## config.mk

```make
export PLATFORM = sky130hd
export DESIGN_NAME = mcss_ctrl
export DESIGN_NICKNAME = d
export VERILOG_FILES = /design/src/mcss_pkg.sv /design/src/mcss_ctrl.sv
export SDC_FILE = /design/constraint.sdc
export NUM_CORES = 1
export LEC_CHECK = 0
export ABC_AREA = 1
export BUFFER_PORTS_ARGS = -buffer_cell sky130_fd_sc_hd__buf_4
export CORE_AREA = 2 2 39 41
export CTS_BUF_LIST = sky130_fd_sc_hd__clkbuf_2 sky130_fd_sc_hd__clkbuf_4 sky130_fd_sc_hd__clkbuf_8
export DETAILED_ROUTE_END_ITERATION = 12
export DIE_AREA = 0 0 41 43
export SYNTH_ARGS = -nofsm -noshare
export SYNTH_HDL_FRONTEND = slang
export SYNTH_SLANG_ARGS = --single-unit
```

## constraint.sdc

```tcl
create_clock -name clock -period 1.45 [get_ports clock]
set_input_delay 0.145 -clock clock [delete_from_list [all_inputs] [get_ports clock]]
set_output_delay 0.145 -clock clock [all_outputs]
set_load 0.05 [all_outputs]
```

## src/mcss_pkg.sv

```systemverilog
// Shared types and constants for the Markov chain state sampler.
// No dependencies; every other file in src refers to it by scoped names.
`default_nettype none

package mcss_pkg;

   // Fixed field widths
   localparam int PROB_W     = 16;
   localparam int LEVEL_W    = 16;
   localparam int ROW_W      = 4;
   localparam int OUT_IDX_W  = 4;
   localparam int USED_W     = 5;
   localparam int CSR_IDX_W  = 1;
   localparam int CSR_DATA_W = 16;

   localparam logic [USED_W-1:0] USED_RESET = 5'd16;

   // Command codes of the request channel
   typedef enum logic [1:0] {
      CMD_LOAD_PROB  = 2'd0,
      CMD_LOAD_LEVEL = 2'd1,
      CMD_RESTART    = 2'd2,
      CMD_STEP       = 2'd3
   } cmd_type;

   // Register indexes of the CSR channel
   typedef enum logic [CSR_IDX_W-1:0] {
      CSR_INITIAL_VALUE = 1'd0,
      CSR_STATES_IN_USE = 1'd1
   } csr_idx_type;

   // Controller states
   typedef enum logic [1:0] {
      ST_IDLE,
      ST_WALK,
      ST_LEVEL,
      ST_SEND
   } fsm_type;

   // Controller to datapath
   typedef struct packed {
      logic load_prob;
      logic load_level;
      logic start;
      logic zero_start;
      logic walk_en;
      logic level_rd;
      logic send;
   } ctrl_type;

   // Datapath to controller
   typedef struct packed {
      logic zero_u;
      logic walk_done;
      logic out_free;
   } stat_type;

endpackage

`default_nettype wire

```

## src/mcss_ctrl.sv

```systemverilog
// Sequencing state machine of the sampler: accepts requests and steps the
// datapath through walk, level read and send. Depends on mcss_pkg.
`default_nettype none

module mcss_ctrl (
   input  wire logic               clock,
   input  wire logic               reset,
   input  wire logic               req_valid,
   input  wire logic [1:0]         req_command,
   output logic                    req_ready,
   input  wire mcss_pkg::stat_type stat,
   output mcss_pkg::ctrl_type      ctrl
);

   mcss_pkg::fsm_type state_ff;
   mcss_pkg::fsm_type state_in;
   mcss_pkg::cmd_type cmd;

   assign cmd = mcss_pkg::cmd_type'(req_command);

   // State register
   always_ff @(posedge clock) begin
      if (reset) begin
         state_ff <= mcss_pkg::ST_IDLE;
      end else begin
         state_ff <= state_in;
      end
   end

   // Next state and commands
   always_comb begin
      state_in  = state_ff;
      ctrl      = '0;
      req_ready = 1'b0;
      case (state_ff)
         mcss_pkg::ST_IDLE: begin
            req_ready = 1'b1;
            if (req_valid) begin
               case (cmd)
                  mcss_pkg::CMD_LOAD_PROB:  ctrl.load_prob  = 1'b1;
                  mcss_pkg::CMD_LOAD_LEVEL: ctrl.load_level = 1'b1;
                  mcss_pkg::CMD_STEP: begin
                     ctrl.start = 1'b1;
                     if (stat.zero_u) begin
                        ctrl.zero_start = 1'b1;
                        state_in        = mcss_pkg::ST_LEVEL;
                     end else begin
                        state_in = mcss_pkg::ST_WALK;
                     end
                  end
                  default: begin
                     ctrl.start = 1'b1;
                     state_in   = mcss_pkg::ST_WALK;
                  end
               endcase
            end
         end
         mcss_pkg::ST_WALK: begin
            ctrl.walk_en = 1'b1;
            if (stat.walk_done) state_in = mcss_pkg::ST_LEVEL;
         end
         mcss_pkg::ST_LEVEL: begin
            ctrl.level_rd = 1'b1;
            state_in      = mcss_pkg::ST_SEND;
         end
         mcss_pkg::ST_SEND: begin
            if (stat.out_free) begin
               ctrl.send = 1'b1;
               state_in  = mcss_pkg::ST_IDLE;
            end
         end
         default: state_in = mcss_pkg::ST_IDLE;
      endcase
   end

endmodule

`default_nettype wire

```

After elaboration in Yosys (flattened, before gate mapping) --
Cells that the tools add are included.
Word-level totals: register bits after elaboration 2, latch bits 0, RAM bits 0, memory bits (read-only) 0, input port bits 8, output and inout bits 8, word-level logic and storage cells 32, memories 0
Cells by class: $add $sub $neg 0, multiply operators 0, div/mod/pow operators 0, $lt $le $gt $ge 0, equal/unequal tests 9, shift-type cells 0, mux-type cells 18, bitwise logic cells 0, reduce and logical (&&, ||, !) cells 4
Operator list (count):
- $mux 1 | 10
- $mux 2 | 4
- $mux 4 | 2
- $ne 2x2->1 const B | 4
- $pmux 2 s4 | 1
- $eq 2x2->1 const B | 3
- $eq 2x1->1 const B | 2
- $logic_not 2->1 | 2
- $pmux 2 s2 | 1
- $reduce_and 4->1 | 1
- $reduce_or 2->1 | 1

Depth between registers and ports, before layout --
Gate-level depths: netlist of the first run.
word-level depth 5, depth in mapped cells 7

Worst setup path before layout of the first run --
Ideal clock, no wire load.
path kind reg-to-output, from register state_ff[0], to output ctrl[6] in the netlist's numbering, arrival 2562 ps, data required time 1305 ps, setup slack -1257 ps, stages on the path, launching flop included 5, buffers on the path 0, cell sequence dfxtp_1 -> inv_1 -> ha_1 -> inv_1 -> nor4_1
RTL lines:
- from (decl) | RTL line mcss_ctrl.sv:15 | mcss_pkg::fsm_type state_ff;
- from (signal assigned) | RTL line mcss_ctrl.sv:24 | state_ff <= mcss_pkg::ST_IDLE;
- from (signal assigned) | RTL line mcss_ctrl.sv:26 | state_ff <= state_in;
- to (decl) | RTL line mcss_ctrl.sv:12 | output mcss_pkg::ctrl_type ctrl

==> results of run 1 <==
-- metal layers --
layer / vias to the layer above / share of wire
met5: - / 0
met4: 0 / 0
met3: 0 / 0.054
met2: 6 / 0.58
met1: 135 / 0.36
li1: 162 / -
-- synth_stat cells (all sizes together) --
cell	instances
nand2	12
inv	8
nor2	8
ha	4
dfxtp	2
nor3	2
nand3	1
nor4	1
o21ai	1
-- how the worst max path moves through the flow --
stage / start / end / slack [ps] / depth (start not counted)
after CTS: state_ff[0] / ctrl[3] / 10 / 5
after detailed placement: state_ff[1] / ctrl[6] / 190 / 5
after global placement: state_ff[1] / ctrl[6] / 200 / 5
after floorplan: state_ff[1] / ctrl[6] / -90 / 4
after global routing: state_ff[0] / ctrl[3] / 0.5 / 5
final: state_ff[0] / ctrl[3] / 60 / 5
-- logic make-up after synthesis --
group,Yosys count
AND/OR/NAND/NOR,24
buffers and inverters,8
adder cells (fa/ha/maj),4
flip-flops,2
AO/OA/AOI/OAI,1
-- through the flow --
stage / utilization / setup TNS [ps]
finish: 0.359 / 0
global route: 0.359 / 0
CTS: 0.353 / 0
detailed placement: 0.311 / 0
global placement: 0.311 / 0
floorplan: - / -85.9
-- layout make-up --
| cell class | count | area [µm²] | share of cell area |
|---|---|---|---|
| clock buffers | 3 | 22.5 | 0.0453 |
| inverters | 8 | 32.5 | 0.0655 |
| flip-flops and latches | 2 | 42.5 | 0.0856 |
| repair buffers | 19 | 150 | 0.302 |
| multi-input cells | 29 | 229 | 0.461 |
| well taps | 16 | 20.0 | 0.0403 |
-- critical path, cell delays in order, from the launching register on --
cell and delay (ps):
dfxtp_2 330, inv_2 80, ha_4 180, nand2_4 90, nor3_4 170, buf_6 170
-- where the power goes --
part,internal (W),leakage [nW],total (W),switching [W]
Clock,0.0000917,0.0138,0.000127,0.0000356
Sequential,0.0000882,0.0172,0.000113,0.0000247
Combinational,0.000336,0.236,0.000866,0.000530
Total,0.000516,0.267,0.00111,0.000590
-- timing repair --
action | 4_1_cts | 5_1_grt
resized for setup | 2 | 2
hold endpoints to repair | 0 | 0
cloned | 0 | 0
pin swaps | 2 | 0
setup buffers | 4 | 0
setup endpoints to repair | 2 | 2
==> impl.org, run 1 <==
** CTS
- Clock latency on the worst-skew pair :: around 230 ps
- TritonCTS built the clock tree.
- After clock tree synthesis, the flow added hold-fix buffers numbering 0.
- Htree depth :: 1
- Clock net sink count :: 2
- The number of clock buffers added by TritonCTS is 3.
- Clock slew seen by the registers of the worst setup and hold paths :: 40 ps
- The tree is rooted in a clkbuf_4.
- The longest clock path from root to sink contains 2 buffers.

** GRT
- In the global route stage, met1 resource usage came out at 0.0997.
- Maximum number of pins on one net before global-route repair :: 5
- The number of antenna violations at the first check in global routing is 0.
- met2 is the most crowded layer.
- For met3 alone, demand over resource in global routing was 0.0785.
- After global routing the overflow that remains totals 0.
- The via count of the first global-routing pass is 267.
- Grt met2 use :: 0.134
- For this run, the total global-route usage over all layers was measured as 0.0954.
- The first global-routing pass estimated 1.01 mm of wire.

** Cells and area
- The finished cells cover between 400 and 500 µm².
- In the final layout, the registers with the most flip-flops are state_ff: 2 flops.
- Most used cells in the layout excluding fill and tap cells :: 17 x buf_4, 9 x nand2_1, 7 x nor2_1
- Post-synthesis to final-layout area growth :: 106%
- Most common library cell in the layout ignoring fill and taps :: buf_4
- The register with the most flip-flops in the layout has 2 of them.
- Final cell count without fillers :: a little under 80
- Ant diodes :: 0
- After filler insertion, the fill cell instance count of the layout stands at roughly 150.
- After the last flow step, the layout net total stands at 75.
- More flip-flops sit in one register than any other, and that register is state_ff.
- Of the cells placed in the final design, the portion with a size suffix greater than 1 is 0.590.

** Synth
- The share of the Yosys chip area taken by registers is 0.166.
- Counting flops and latches in the post-synthesis netlist gives 2.
- Of the total synthesized cell area, the portion taken by full adders, half adders and majority gates is 0.207.
- Post-synth top area cell :: ha_1
- Of the total synthesized cell area, the portion taken by AND, OR, NAND and NOR gates is 0.482.
- Of the post-synthesis cell area, the part taken by muxes is 0.
- Of the post-synthesis cell area, the dominant cell type holds 0.207.
- When the netlist entered floorplanning its net count stood at 51.
- Post-synthesis cell type count :: 10
- The synthesized netlist occupies a cell area of 241 µm².
- Xor/xnor cell area share of the yosys netlist :: 0
- The compound-cell area share of the yosys netlist is 0.0207.
- By area, the combinational part of the netlist is dominated by simple AND/OR/NAND/NOR gates.
- Total of warnings raised by yosys :: 0
- The average instance in the mapped netlist occupies around 6.2 µm².
- Counting every instance in the synthesized netlist gives 39.
- Ranked by total cell area, the synthesized netlist is headed by ha_1 21%, dfxtp_1 17%, nand2_1 14%.

** Worst setup path
- At the worst endpoint, the required time is between 1000 and 1500 ps.
- The worst register-to-register path has a depth of 8.
- Setup crit start kind :: flip-flop
- Along the worst path, the maximum fanout reaches 4.
- End of the worst register-to-register path :: state_ff[1]
- Worst reg-to-reg setup slack :: around 190 ps
- For the worst setup path, the data arrival time is ~1200 ps.
- Critical register-to-register path startpoint :: state_ff[0]
- The worst setup path is captured at a primary output.
- Type of the worst setup path :: flip-flop to primary output

** Routing
- Total iterations of the first detailed-routing run :: 4
- Post-DR wirelength/cell :: between 9 and 10 µm
- Summed over all layers, the routed wires come to around 700 µm.
- For this run, design rule violations remaining after detail routing come to 0.
- For this block, the initial DRC count from the detailed router was 3.
- Number of vias per cell :: 3.94
- The count of nets left with antenna violations once routing finished came out at 0.
- The routed layout has 303 vias.

** Timing
- Clock skew on the completed layout was measured at 8.78 ps.
- Final-report hold violation count :: 0
- Measured against its own limit, the worst slew margin works out to 0.831.
- Setup repair after global routing left no endpoint under its margin.
- Highest clock frequency the design can meet :: 719 MHz
- Minimum hold slack :: between 150 and 200 ps
- Transition time at the pin with the least slew margin :: 254 ps
- Number of max-slew violations in the final report :: 0
- Of the available clock period, the critical path in the final layout requires 0.959.
- Final setup violating endpoints :: 0
- Crit path time final :: 1390 ps
- Worst Setup Slack, final :: between 60 and 70 ps

** Worst hold path
- Min-Delay Endpoint :: state_ff[0]
- In this run the worst hold path is classified as input port to flip-flop.
- Hold Crit Start :: reset
- Min-Delay Path Depth :: 4

** Placement
- Counting tap cells, the placed design contains a total of 70 instances.
- Area of placed instances :: roughly 430 µm²
- Timing analysis after detailed placement gives a worst setup slack of around 190 ps.
- Port buffering added 15 buffers.
- Final Wtd Congestion :: 0.684
- Detailed-placement wirelength estimate :: 490 µm

** Outcome
- Result of the run :: completed

** Floorplan
- Core footprint :: 1380 µm²
- In this run the count of I/O pins placed on the die edge is 16.
- Die boundary height :: 43 µm
- Starting density of the core :: 0.175
- The die covers 1760 µm².
- Cell Rows :: 14
- Measured along the x axis, the die boundary spans just over 40 µm.

** Power
- VDD sags by at most 0.588 mV.
- Summed over all cells, the static leakage comes to ~0.27 nW.
- Total Power Consumption :: about 0.0011 W
- Cell Pwr Density :: 2230 nW/µm²

** Job
- Max-cap violations in this run came to 0.
No activity file was read; power rests on OpenSTA's default activity.
==> run 2, diff against run 1 <==
ABC_AREA = default   (was 1)
CORE_AREA = 4 4 41 43   (was 2 2 39 41)
DIE_AREA = 0 0 45 47   (was 0 0 41 43)
==> impl.org, run 2 <==
** Routing
- The routed length per placed instance was 10.5 µm (+16%).
- Number of vias per cell :: 4.26 (+8.3%)
- The remaining routing DRC violations is 0 (unchanged).
- The violation count after the first detailed-route iteration came to 9 (+6).
- Total Routed Length :: 726 µm (+3.9%)
- Total iterations of the first detailed-routing run :: 4 (unchanged)
- Antenna Violating Nets Remaining :: 0 (unchanged)
- Routed via count :: 294 (-3.0%)

** Worst setup path
- The worst register-to-register path begins at state_ff[0].
- Type of the worst setup path :: flip-flop to primary output
- Cell depth of the worst setup path :: 6 (+1)
- Length in cells of the worst reg-to-reg path :: 6 (-2)
- Critical Path Sink Type :: primary output
- STA classifies the critical path startpoint as a flip-flop.
- The buffers plus inverters on the worst setup path was 3 (+1).
- Sequence of cells on the critical path :: inv_4 > ha_4 > buf_6 > nand2_4 > nor3b_4 > buf_6
- By instance count, the cell type seen most on the critical path is buf_6.
- The biggest cell delay along the critical path came to 360 ps (+30 ps).
- Following the worst setup path forward leads to its endpoint at ctrl[5].
- The worst-path maximum fanout is 4 (unchanged).
- End of the worst register-to-register path :: state_ff[1]
- The arrival time reported for the critical path endpoint was 1310 ps (+70 ps).
- Start point of the critical path :: state_ff[0]
- In this design, the largest share of critical-path delay is due to flip-flops.
- Critical-path cell with the highest stage delay :: dfxtp_4
- The register-to-register setup slack is 10 ps (-180 ps).
- Data required time of the critical path :: 1310 ps (about the same)

** Cells and area
- The register area is 45.0 µm² (+5.9%).
- The share of post-route cells with drive strength above 1 is 0.778 (+0.188).
- The count of placed standard cells in the final layout, fillers left out came to 69 (-10%).
- The total number of nets in the final design was 68 (-9.3%).
- Most used cells in the layout excluding fill and tap cells :: 19 x buf_4, 6 x buf_6, 3 x ha_4, 3 x clkbuf_4
- Ant diodes :: 0 (unchanged)
- Final-layout fill cell count :: 139 (-4.1%)
- The area growth from synthesis to layout is 168%.
- More flip-flops sit in one register than any other, and that register is state_ff.
- Most common library cell in the layout ignoring fill and taps :: buf_4
- The final instance area is 539 µm² (+8.6%).
- The area taken by multi-input logic gates came to 225 µm² (-1.6%).
- In the final layout, the registers with the most flip-flops are state_ff: 2 flops.
- The number of flip-flops under the largest register name was 2 (unchanged).

** Placement
- The number of placed cells counting well taps is 58 (-17%).
- Area of placed instances :: 407 µm² (-5.5%)
- The HPWL after detailed placement was 493 µm (+0.74%).
- PortBufs :: 15 (unchanged)
- Final Wtd Congestion :: 0.614 (-10%)

** Power
- The maximum resistive drop on vdd was 0.794 mV (+35%).
- Cell Pwr Density :: 2130 nW/µm² (-4.5%)
- Total Power Consumption :: 0.00115 W (+3.7%)
- The leakage dissipation is 0.253 nW (-5.5%).

** Synth
- The proportion of register bits with asynchronous set or reset after synthesis is 0 (unchanged).
- Register bit total from synthesis :: 2 (unchanged)
- The count of warnings emitted by yosys came to 0 (unchanged).
- Commonest register cell after synthesis :: dfxtp_1
- Synthesized netlist cell count :: 26 (-33%)
- Cell area after synthesis :: 201 µm² (-17%)
- The synthesized design spends more area on one cell type than any other, namely ha_1.
- Seq/Total Area, Yosys :: 0.199 (+0.0330)
- The number of enable-type register cells in the synthesized netlist is 0 (unchanged).
- The post-synthesis average cell area is 7.75 µm² (+25%).
- Syn_nets :: 38 (-25%)
- Post-synthesis cell type count :: 16 (+6)
- After synthesis, the cell types taking the most area are ha_1 25%, dfxtp_1 20%, inv_1 7.5%.
- The proportion of netlist area held by the largest area contributor was 0.248 (+0.0412).
- The commonest cells after synthesis are 4 x ha_1, 4 x inv_1.

** Floorplan
- The number of top-level pins came to 16 (unchanged).
- The width of the die came to 45 µm (+9.8%).
- The height of the die is 47 µm (+9.3%).
- Starting density of the core :: 0.155 (-0.0197)
- The standard cell core area is 1300 µm² (-6.0%).
- The area enclosed by the die boundary is 2120 µm² (+20%).
- Cell Rows :: 13 (-1)

** CTS
- Htree depth :: 1 (unchanged)
- Clock buffers created by TritonCTS :: 3 (unchanged)
- Clock net sink count :: 2 (unchanged)
- CTS tree :: yes
- Clock latency on the worst-skew pair :: 220 ps (about the same)
- The number of hold-repair buffers added at the cts stage came to 0 (unchanged).
- The clock-pin slew on the worst setup and hold paths is 30 ps (about the same).
- CTS placed an instance of clkbuf_4 at the clock tree root.
- Max Buffers Root-to-Sink :: 2 (unchanged)

** GRT
- The total congestion overflow after global routing came to 0 (unchanged).
- Wire length of the first global-routing pass :: 1.00 mm (-1.4%)
- The global routing stage identified its most utilized layer as met2.
- The number of antenna violations at the first check in global routing is 0 (unchanged).
- Number of global-route vias before repair :: 244 (-8.6%)
- The routing usage on met1 was 0.0721 (-0.0276).
- GRT Resource Usage Total :: 0.0654 (-0.0300)
- Met3 GRT Util :: 0.0307 (-0.0479)
- The global-route track usage on met2 came to 0.113 (-0.0214).
- The pin count of the biggest net entering global routing was 7 (+2).

** Outcome
- Result of the run :: complete, but fails checks
- The final reports fail on negative setup slack.

** Timing
- The final critical delay including setup and external delays came to 1460 ps (+68.7 ps).
- The final-report setup violation count was 1 (+1).
- Setup repair after global routing could not meet its margin everywhere.
- Worst max-slew margin expressed relative to the limit :: 0.821 (-0.00957)
- The final number of hold-violating endpoints is 0 (unchanged).
- The final critical-path share of the clock period was 1.01 (+0.0474).
- Transition time at the pin with the least slew margin :: 268 ps (+14.6 ps)
- Highest clock frequency the design can meet :: 686 MHz (-4.7%)
- The setup clock skew after layout came to 2.78 ps (-5.99 ps).
- Worst Setup Slack, final :: -8.60 ps (-68.7 ps)
- The post-route worst hold slack came to 80.2 ps (-72.0 ps).
- Number of max-slew violations in the final report :: 0 (unchanged)

** Worst hold path
- The worst hold path belongs to the class input port to flip-flop.

** Job
- The max-cap violation count came to 0 (unchanged).
==> run 2: how the worst min path moves through the flow <==
stage | to | start | depth (start not counted) | slack, ps
3_3_place_gp | state_ff[0] | reset | 2 | 310
6_report | state_ff[1] | reset | 2 | 80
4_1_cts | state_ff[0] | reset | 2 | 80
3_5_place_dp | state_ff[0] | reset | 2 | 310
5_1_grt | state_ff[1] | reset | 2 | 90
2_1_floorplan | state_ff[0] | reset | 1 | 210
==> run 2: through the flow <==
step	util	setup slack, ps	setup TNS [ps]
3_5_place_dp	0.313	4.62	0
6_report	0.414	-8.60	-8.60
4_1_cts	0.378	2.95	0
3_3_place_gp	0.313	14.2	0
5_1_grt	0.414	-72.0	-144
2_1_floorplan	-	-0.220	-0.220
==> run 2: logic make-up after synthesis <==
kind of cell | Yosys count | synth area share
AO/OA/AOI/OAI | 4 | 0.155
adder cells (fa/ha/maj) | 4 | 0.248
buffers and inverters | 4 | 0.0745
flip-flops | 2 | 0.199
AND/OR/NAND/NOR | 12 | 0.323
==> run 2: power breakdown <==
part	switching [W]	leakage, nW	internal [W]
Sequential	0.0000312	0.0175	0.0000882
Combinational	0.000478	0.221	0.000425
Clock	0.0000321	0.0138	0.0000914
==> run 2: area by class of cell <==
type                            count  share of cell area
Timing Repair Buffer               25               0.390
Sequential cell                     2              0.0835
Clock buffer                        3              0.0418
Multi-Input combinational cell     20               0.418
Tap cell                           15              0.0348
Inverter                            4              0.0325
==> run 2: what timing repair did <==
action | in CTS | in global routing
pin swaps | 4 | 3
endpoints found under the setup margin | 5 | 5
endpoints found under the hold margin | 0 | 0
setup buffers | 6 | 2
gates cloned | 0 | 0
gates resized for setup | 7 | 7
==> run 2: routing by layer <==
| metal | share of wire | vias up |
|---|---|---|
| met2 | 0.55 | 12 |
| met1 | 0.35 | 134 |
| met4 | 0 | 0 |
| li1 | - | 148 |
| met3 | 0.10 | 0 |
| met5 | 0 | - |
==> run 3, diff against run 2 <==
CORE_AREA = 5 5 42 44   (was 4 4 41 43)
DIE_AREA = 0 0 47 49   (was 0 0 45 47)
==> impl.org, run 3 (same netlist as run 2, synthesis figures left out) <==
** Outcome
- Result of the run :: complete, but fails checks
- Failing checks :: negative setup slack

** GRT
- Antenna violations before repair :: 0 (unchanged)
- The via count of the first global-routing pass came to 288 (+18%).
- Maximum number of pins on one net before global-route repair :: 7 (unchanged)
- Wire length of the first global-routing pass :: 1.15 mm (+14%)
- GRT Resource Usage Total :: 0.0688 (+0.00347)
- The total congestion overflow after global routing was 0 (unchanged).

** Routing
- The routed length per placed instance is 10.6 µm (+0.63%).
- The violation count after the first detailed-route iteration came to 4 (-5).
- The overall routed net length is 720 µm (-0.83%).
- The length of the first detailed-routing pass in iterations was 4 (unchanged).
- Number of vias per cell :: 4.15 (-2.7%)
- The antenna violation net count after detailed routing was 0 (unchanged).
- Routed via count :: 282 (-4.1%)
- The remaining routing DRC violations came to 0 (unchanged).

** Floorplan
- Die boundary height :: 49 µm (+4.3%)
- The effective utilization at floorplan was 0.144 (-0.0111).
- The area enclosed by the die boundary is 2300 µm² (+8.9%).
- I/O pin count :: 16 (unchanged)
- Core footprint :: 1400 µm² (+7.7%)
- The row count came to 14 (+1).
- The width of the die came to 47 µm (+4.4%).

** Cells and area
- The share of post-route cells with drive strength above 1 is 0.750 (-0.0278).
- Top reg by flops :: state_ff
- The final instance area is 517 µm² (-4.2%).
- Leaving out fill and tap cells, the most frequent cells in the layout are 16 x buf_4, 7 x buf_6, 3 x clkbuf_4.
- Max FFs per register :: 2 (unchanged)
- Most common library cell in the layout ignoring fill and taps :: buf_4
- Biggest regs :: state_ff: 2 flops
- Ant diodes :: 0 (unchanged)
- The total number of nets in the final design was 66 (-2.9%).
- Relative to the synthesized area, the layout overhead comes to 157%.
- The number of filler instances in the final layout was 156 (+12%).

** Timing
- Setup repair after global routing could not meet its margin everywhere.
- Transition time at the pin with the least slew margin :: 322 ps (+53.9 ps)
- The setup clock skew after layout is 4.43 ps (+1.65 ps).
- Crit path time final :: 1510 ps (+54.4 ps)
- The final-report setup violation count is 2 (+1).
- The normalized max-slew margin is 0.785 (-0.0359).
- Final-report hold violation count :: 0 (unchanged)
- The final count of pins violating max slew was 0 (unchanged).
- Worst Setup Slack, final :: -63.0 ps (-54.4 ps)
- Fin Setup TNS :: -121 ps (-112 ps)
- The final critical-path share of the clock period came to 1.04 (+0.0375).
- Highest clock frequency the design can meet :: 661 MHz (-3.6%)

** CTS
- Buffer type at the clock tree root :: clkbuf_4
- Clock net sink count :: 2 (unchanged)
- Htree depth :: 1 (unchanged)
- The deepest clock path buffer count came to 2 (unchanged).
- CTS hold repair buffers :: 0 (unchanged)
- TritonCTS built the clock tree.
- The CTS buffer count came to 3 (unchanged).
- The clock network latency to the later pin of the worst-skew pair is 220 ps (about the same).
- The clock-pin slew on the worst setup and hold paths came to 30 ps (about the same).

** Worst setup path
- The biggest cell delay along the critical path was 340 ps (-20 ps).
- The arrival time reported for the critical path endpoint came to 1610 ps (+300 ps).
- The worst-path maximum fanout was 3 (-1).
- Data required time of the critical path :: 1550 ps (+240 ps)
- STA classifies the critical path startpoint as a flip-flop.
- Critical-path cell with the highest stage delay :: dfxtp_2
- Library cell appearing most often on the critical path :: buf_6
- The worst setup path is of the flip-flop to flip-flop kind.
- Critical Path Sink Type :: flip-flop
- Sequence of cells on the critical path :: inv_2 > buf_6 > ha_4 > a222oi_1 > buf_4 > buf_6 > nand2b_1 > a21oi_1

** Placement
- The HPWL after detailed placement came to 516 µm (+4.7%).
- Area of placed instances :: 408 µm² (+0.31%)
- PortBufs :: 15 (unchanged)
- Final Wtd Congestion :: 0.624 (+1.7%)

** Worst hold path
- Path class of the lowest-slack min-delay path :: input port to flip-flop

** Power
- The leakage dissipation was 0.245 nW (-3.0%).
- The maximum resistive drop on vdd was 0.801 mV (+0.86%).
- Cell Pwr Density :: 2160 nW/µm² (+1.5%)
- Total Power Consumption :: 0.00112 W (-2.7%)

** Job
- The max-cap violation count was 0 (unchanged).
==> run 3: cell count changes in the layout (fill, tap and decap cells not counted) <==
cell   previous run  this run
ha_4              3         2
ha_1              1         2
buf_6             6         7
buf_4            19        16
==> run 3: stage by stage <==
| stage | instances | setup slack, ps | util | hold WS, ps |
|---|---|---|---|---|
| after floorplan | 26 | -0.220 | - | 207 |
| after global placement | 59 | 31.1 | 0.291 | 306 |
| after detailed placement | 59 | 12.6 | 0.291 | 305 |
| after CTS | 66 | -0.303 | 0.341 | 72.8 |
| after global routing | 68 | -175 | 0.369 | 79.5 |
| final | 68 | -63.0 | 0.369 | 82.0 |
==> run 3: what timing repair did <==
| action | 4_1_cts | 5_1_grt |
|---|---|---|
| resized for setup | 7 | 6 |
| setup buffers | 4 | 2 |
| pin swaps | 4 | 2 |
| endpoints found under the setup margin | 4 | 6 |
==> run 3: cell type report <==
type / count / area [µm²] / area share
repair buffers: 23 / 199 / 0.385
multi-input cells: 20 / 213 / 0.412
flip-flops and latches: 2 / 45.0 / 0.0872
inverters: 4 / 17.5 / 0.0339
clock buffers: 3 / 22.5 / 0.0436
well taps: 16 / 20.0 / 0.0387
==> run 3: worst max-delay path, delay by kind of cell, from the launching register on <==
| kind | cells | cell delay, ps |
|---|---|---|
| flops | 1 | 340 |
| simple gates | 1 | 90 |
| buf+inv | 4 | 460 |
| compound gates | 2 | 360 |
| fa+ha+maj | 1 | 140 |
==> run 3: power breakdown <==
part / total (W) / switching (W) / internal [W]
Combinational: 0.000877 / 0.000474 / 0.000404
Clock: 0.000121 / 0.0000294 / 0.0000911
Sequential: 0.000118 / 0.0000295 / 0.0000884
Total: 0.00112 / 0.000533 / 0.000583
==> run 3: final timing paths <==
kind                  to         from  slack [ps]  cells after the start
max          state_ff[0]  state_ff[1]         -60                      8
min          state_ff[1]        reset          80                      2
max reg2reg  state_ff[0]  state_ff[1]         -60                      8
min reg2reg  state_ff[0]  state_ff[0]         500                      2
==> run 3: layer usage <==
layer  global-route usage  vias to the layer above  wire (µm)
met5                    0                        -          0
met4               0.0553                        0          0
met3               0.0148                        0         46
met2               0.0950                       10        392
met1               0.0871                      127        281
li1                     -                      145          -
